$ cat config.mk
export PLATFORM = sky130hd
export DESIGN_NAME = etf_queue
export DESIGN_NICKNAME = d
export VERILOG_FILES = /design/src/hdl/escape_time_fractal_iterator_macros.svh /design/src/hdl/etf_pkg.sv /design/src/hdl/etf_queue.sv
export SDC_FILE = /design/constraint.sdc
export NUM_CORES = 1
export LEC_CHECK = 0
export BUFFER_PORTS_ARGS = -buffer_cell sky130_fd_sc_hd__buf_4
export CAP_MARGIN = 25
export CORE_AREA = 2 2 39 41
export CTS_CLUSTER_SIZE = 10
export DETAILED_ROUTE_END_ITERATION = 16
export DIE_AREA = 0 0 41 43
export PLACE_DENSITY_LB_ADDON = 0.1
export SYNTH_ARGS = -nofsm -noshare
export SYNTH_HDL_FRONTEND = slang
export SYNTH_SLANG_ARGS = --single-unit
$ cat constraint.sdc
create_clock -name clock -period 1.2 [get_ports clock]
set_input_delay 0.12 -clock clock [delete_from_list [all_inputs] [get_ports clock]]
set_output_delay 0.12 -clock clock [all_outputs]
set_load 0.02 [all_outputs]
$ cat src/hdl/escape_time_fractal_iterator_macros.svh
// ----------------------------------------------------------------------------
// Assertion macros for the escape-time fractal iterator
// Shared property templates; every check is clocked on clock and masked by reset.
// ----------------------------------------------------------------------------
`ifndef ESCAPE_TIME_FRACTAL_ITERATOR_MACROS_SVH
`define ESCAPE_TIME_FRACTAL_ITERATOR_MACROS_SVH

// The consequent must hold in the same cycle as the antecedent.
`define ETF_ASSERT_SAME(label, ante, cons, msg) \
   label: assert property (@(posedge clock) disable iff (reset) (ante) |-> (cons)) \
      else $error(msg);

// The consequent must hold in the cycle after the antecedent.
`define ETF_ASSERT_NEXT(label, ante, cons, msg) \
   label: assert property (@(posedge clock) disable iff (reset) (ante) |=> (cons)) \
      else $error(msg);

`endif

$ cat src/hdl/etf_pkg.sv
// ----------------------------------------------------------------------------
// etf_pkg
// Shared constants, codes and types of the escape-time fractal iterator.
// ----------------------------------------------------------------------------
`timescale 1ns / 1ps

package etf_pkg;

   localparam int COORD_WIDTH_DEF = 32;
   localparam int ITER_WIDTH_DEF  = 16;
   localparam int PIXEL_WIDTH_DEF = 12;

   // Integer bits of the fixed-point format; the rest are fraction bits.
   localparam int INT_BITS = 4;

   localparam int THRESH_WIDTH    = 31;
   localparam int LIMIT_WIDTH     = 16;
   localparam int CSR_INDEX_WIDTH = 2;
   localparam int CSR_DATA_WIDTH  = 31;

   localparam int QUEUE_DEPTH = 2;

   localparam logic [CSR_INDEX_WIDTH-1:0] CSR_THRESHOLD = 2'd0;
   localparam logic [CSR_INDEX_WIDTH-1:0] CSR_LIMIT     = 2'd1;
   localparam logic [CSR_INDEX_WIDTH-1:0] CSR_VARIANT   = 2'd2;

   localparam logic [THRESH_WIDTH-1:0] THRESH_RESET = 31'h4000_0000;
   localparam logic [LIMIT_WIDTH-1:0]  LIMIT_RESET  = 16'd256;

   typedef enum logic [1:0] {
      VAR_STANDARD,
      VAR_BURNING_SHIP,
      VAR_PLUME,
      VAR_TRICORN
   } etf_variant_type;

   typedef enum logic [1:0] {
      ST_IDLE,
      ST_MUL,
      ST_UPD
   } etf_state_type;

   typedef struct packed {
      logic full;
      logic empty;
   } etf_q_status_type;

endpackage

$ cat src/hdl/etf_queue.sv
// ----------------------------------------------------------------------------
// etf_queue
// Short first-in first-out buffer between the front and the iteration engine.
// ----------------------------------------------------------------------------
`timescale 1ns / 1ps

module etf_queue import etf_pkg::*; #(
   parameter int ENTRY_WIDTH = 1,
   parameter int DEPTH       = QUEUE_DEPTH
) (
   input  logic                   clock,
   input  logic                   reset,
   input  logic                   push,
   input  logic [ENTRY_WIDTH-1:0] push_data,
   input  logic                   pop,
   output logic [ENTRY_WIDTH-1:0] pop_data,
   output etf_q_status_type       q_status
);

   localparam int PTR_W = (DEPTH > 1) ? $clog2(DEPTH) : 1;
   localparam int CNT_W = $clog2(DEPTH + 1);

   logic [ENTRY_WIDTH-1:0] mem_ff [DEPTH];
   logic [PTR_W-1:0]       wr_ptr_ff, wr_ptr_in;
   logic [PTR_W-1:0]       rd_ptr_ff, rd_ptr_in;
   logic [CNT_W-1:0]       count_ff, count_in;

   assign q_status.full  = (count_ff == CNT_W'(DEPTH));
   assign q_status.empty = (count_ff == '0);
   assign pop_data       = mem_ff[rd_ptr_ff];

   always_comb begin
      wr_ptr_in = wr_ptr_ff;
      rd_ptr_in = rd_ptr_ff;
      count_in  = count_ff;
      if (push) begin
         wr_ptr_in = (wr_ptr_ff == PTR_W'(DEPTH - 1)) ? '0 : wr_ptr_ff + 1'b1;
      end
      if (pop) begin
         rd_ptr_in = (rd_ptr_ff == PTR_W'(DEPTH - 1)) ? '0 : rd_ptr_ff + 1'b1;
      end
      if (push && !pop) begin
         count_in = count_ff + 1'b1;
      end else if (pop && !push) begin
         count_in = count_ff - 1'b1;
      end
   end

   always_ff @(posedge clock) begin
      if (reset) begin
         wr_ptr_ff <= '0;
         rd_ptr_ff <= '0;
         count_ff  <= '0;
      end else begin
         wr_ptr_ff <= wr_ptr_in;
         rd_ptr_ff <= rd_ptr_in;
         count_ff  <= count_in;
      end
   end

   always_ff @(posedge clock) begin
      if (push) begin
         mem_ff[wr_ptr_ff] <= push_data;
      end
   end

endmodule

==> reports/metrics.yaml <==
timing:
  setup_ws_ns: 0.0639
  finClkSkew_ns: 0.0000527
  layout_worst_path_cycle_share: 0.947
  finalHoldViolCount: 0
  slew-limit-headroom: 0.888
  setup_repair_after_global_routing_missed_its_margin: "false"
  final.setup.tns_ns: 0
  finalSetupViolations: 0
  worst_pin_slew_ns: 0.167
  max_freq_mhz: 880
  final_report_max_slew_violation_count: 0
  finalWorstPathRequiredPeriod_ns: 1.14
clock_tree:
  cts_tree: "built"
  cts-hold-fix-buffers: 0
  clock-root-buffer: "sky130_fd_sc_hd__clkbuf_4"
  ctsLongestPathBuffers: 2
  clk_latency_ns: 0.24
  num_cts_buffers: 3
  cts_htree_levels: 1
  clock_sinks: 7
  clk_transition_reported_paths_ns: 0.05
layout:
  fin_nets: 43
  area_delta_synth_final_pct: 37.2
  drive_above_1_share: 0.361
  fill_cell_count: 152
  antenna_cells_inserted: 0
worst_hold_path:
  worst_hold_path.num_cells: 1
  min_path_type: "in -> reg"
  holdCritStartpoint: "push_data"
  hold_path_end: "mem_ff[1]"
logic_synthesis:
  synthesis.area_um2: 279
  mean_instance_size_in_the_synthesized_netlist_um2: 11.2
  synthCells: 25
  yosysWarningCount: 0
  seq_area_frac_synth: 0.574
  synth.ff_latch_count: 7
  postSynthNetCount: 31
  synth.lib_cells_used.distinct: 14
floorplanning:
  die_area_mm2: 0.00176
  coreArea_mm2: 0.00138
  row_count: 14
  floorplan.die.height_um: 43
  dieWidth_um: 41
  floorplan.io_pins: 8
  start_util: 0.202
pwr:
  totalPowerFinal_uw: 614
  power.ir.vdd_worst_uv: 599
  static-leakage-power_uw: 0.000167
  power_per_cell_area_mw_per_mm2: 1600
global_routing:
  first_global_vias: 174
  grt_max_degree: 6
  grt.overflow.total: 0
  number_of_antenna_violations_at_the_first_check_in_global_routing: 0
  grt_pass1_wl_um: 696
  grt.total_usage: 0.0705
drt:
  drtPass1Iterations: 1
  drt_drc_violations_left: 0
  drt-wirelength-per-cell_um: 8.62
  drt-total-wl_um: 448
  dr.first_iter.drc_count: 0
  vias: 193
  drtAntennaViolNets: 0
  routed_via_density: 3.71
setup_path:
  ff2ff_setup_slack_ns: 0.16
  worst_r2r_startpoint: "count_ff[0]"
  worst-r2r-cell-count: 3
  worst-setup-path-type: "reg -> out"
  timing.rr.end: "count_ff[1]"
  cp_num_buf_inv: 1
  worst-path-max-fanout: 1
  crit_end_category: "output port"
  arrival_ns: 1.02
  crit_path_cell_trace: "mux2_2 -> buf_6"
  family_with_the_most_delay_on_the_worst_path: "multiplexers"
  cpMaxStageDelayCell: "sky130_fd_sc_hd__mux2_2"
  setup.worst_path.start_class: "flip-flop"
  critical-path-max-stage-delay_ns: 0.33
  worst-endpoint-required_ns: 1.08
placed_design:
  finalWeightedCongestion: 0.644
  port_buffers: 7
  place_worst_setup_slack_ns: 0.0517
run_status:
  status: "finished, final reports clean"
flow_run:
  maxCapViolCount: 0
## synth_stat cells
master	count	share of area
sky130_fd_sc_hd__dfxtp_1	5	0.36
sky130_fd_sc_hd__nor2_1	5	0.067
sky130_fd_sc_hd__edfxtp_1	2	0.22
sky130_fd_sc_hd__xnor2_1	2	0.063
sky130_fd_sc_hd__xor2_1	2	0.063
sky130_fd_sc_hd__a21oi_1	1	0.018
sky130_fd_sc_hd__and2_1	1	0.022
sky130_fd_sc_hd__and2b_2	1	0.031
sky130_fd_sc_hd__ha_1	1	0.045
sky130_fd_sc_hd__inv_1	1	0.013
sky130_fd_sc_hd__mux2_2	1	0.040
sky130_fd_sc_hd__nor2b_1	1	0.022
sky130_fd_sc_hd__o21ai_0	1	0.018
sky130_fd_sc_hd__or3_1	1	0.022
## per-layer routing
metal | share of wire | global-route usage
met5 | 0 | 0
met1 | 0.44 | 0.0682
met3 | 0.069 | 0.0785
met2 | 0.49 | 0.0781
met4 | 0 | 0.0600
## timing repair
item,in CTS,in global routing
setup endpoints to repair,0,1
setup buffers,0,0
endpoints found under the hold margin,0,0
gates resized for setup,0,2
## metrics by stage
step	hold slack, ns	std cells	cell area (µm²)	utilization
after floorplan	0.189	25	279	-
after global placement	0.309	48	352	0.254
after detailed placement	0.312	48	352	0.254
after CTS	0.0552	52	378	0.273
after global routing	0.0488	52	383	0.277
final	0.0620	52	383	0.277
## worst register-to-register path, stage by stage, from the launching register on
cell and delay [ns]:
sky130_fd_sc_hd__dfxtp_1 0.34, sky130_fd_sc_hd__xor2_1 0.18, sky130_fd_sc_hd__or3_1 0.31, sky130_fd_sc_hd__a21oi_1 0.15
## layout by cell type (no fill, tap or decap)
| cell | Yosys | final |
|---|---|---|
| sky130_fd_sc_hd__dfxtp_2 | 0 | 1 |
| sky130_fd_sc_hd__ha_1 | 1 | 1 |
| sky130_fd_sc_hd__clkbuf_1 | 0 | 1 |
| sky130_fd_sc_hd__and2b_2 | 1 | 1 |
| sky130_fd_sc_hd__inv_1 | 1 | 1 |
| sky130_fd_sc_hd__nor2_1 | 5 | 5 |
| sky130_fd_sc_hd__buf_6 | 0 | 1 |
| sky130_fd_sc_hd__buf_4 | 0 | 6 |
| sky130_fd_sc_hd__edfxtp_1 | 2 | 2 |
| sky130_fd_sc_hd__xor2_1 | 2 | 2 |
| sky130_fd_sc_hd__clkbuf_4 | 0 | 3 |
| sky130_fd_sc_hd__a21oi_1 | 1 | 1 |
| sky130_fd_sc_hd__and2_1 | 1 | 1 |
| sky130_fd_sc_hd__xnor2_1 | 2 | 2 |
| sky130_fd_sc_hd__nor2b_1 | 1 | 1 |
| sky130_fd_sc_hd__or3_1 | 1 | 1 |
| sky130_fd_sc_hd__dfxtp_1 | 5 | 4 |
| sky130_fd_sc_hd__mux2_2 | 1 | 1 |
| sky130_fd_sc_hd__o21ai_0 | 1 | 1 |
## area by class of cell
type,instances,area [µm²],area share
clock buffer,4,26.3,0.0686
tap,16,20.0,0.0523
sequential,7,161,0.422
multi-input combinational,17,115,0.301
timing repair buffer,7,56.3,0.147
inverter,1,3.75,0.00980
## worst max-delay path by stage
stage	from	end	cells after the start	slack, ns
after floorplan	count_ff[0]	count_ff[1]	3	0.24
after global placement	push	count_ff[1]	4	0.09
after detailed placement	push	count_ff[1]	4	0.05
after CTS	flip-flop	pop_data	2	0.03
after global routing	count_ff[0]	q_status[1]	2	0.009
final	flip-flop	pop_data	2	0.06
## power by group
| part | internal, µW | switching (µW) | leakage, µW | total, µW |
|---|---|---|---|---|
| registers | 270 | 16.2 | 0.0000606 | 286 |
| logic | 65.0 | 58.0 | 0.0000915 | 123 |
| clock network | 126 | 78.3 | 0.0000150 | 205 |
## cells by family after synthesis
logic type / after synthesis / synth area share
AO/OA/AOI/OAI: 2 / 0.0358
adder cells (fa/ha/maj): 1 / 0.0448
buffers and inverters: 1 / 0.0134
XOR/XNOR: 4 / 0.126
AND/OR/NAND/NOR: 9 / 0.166
multiplexers: 1 / 0.0404
flip-flops: 7 / 0.574
No activity file was read; power rests on OpenSTA's default activity.
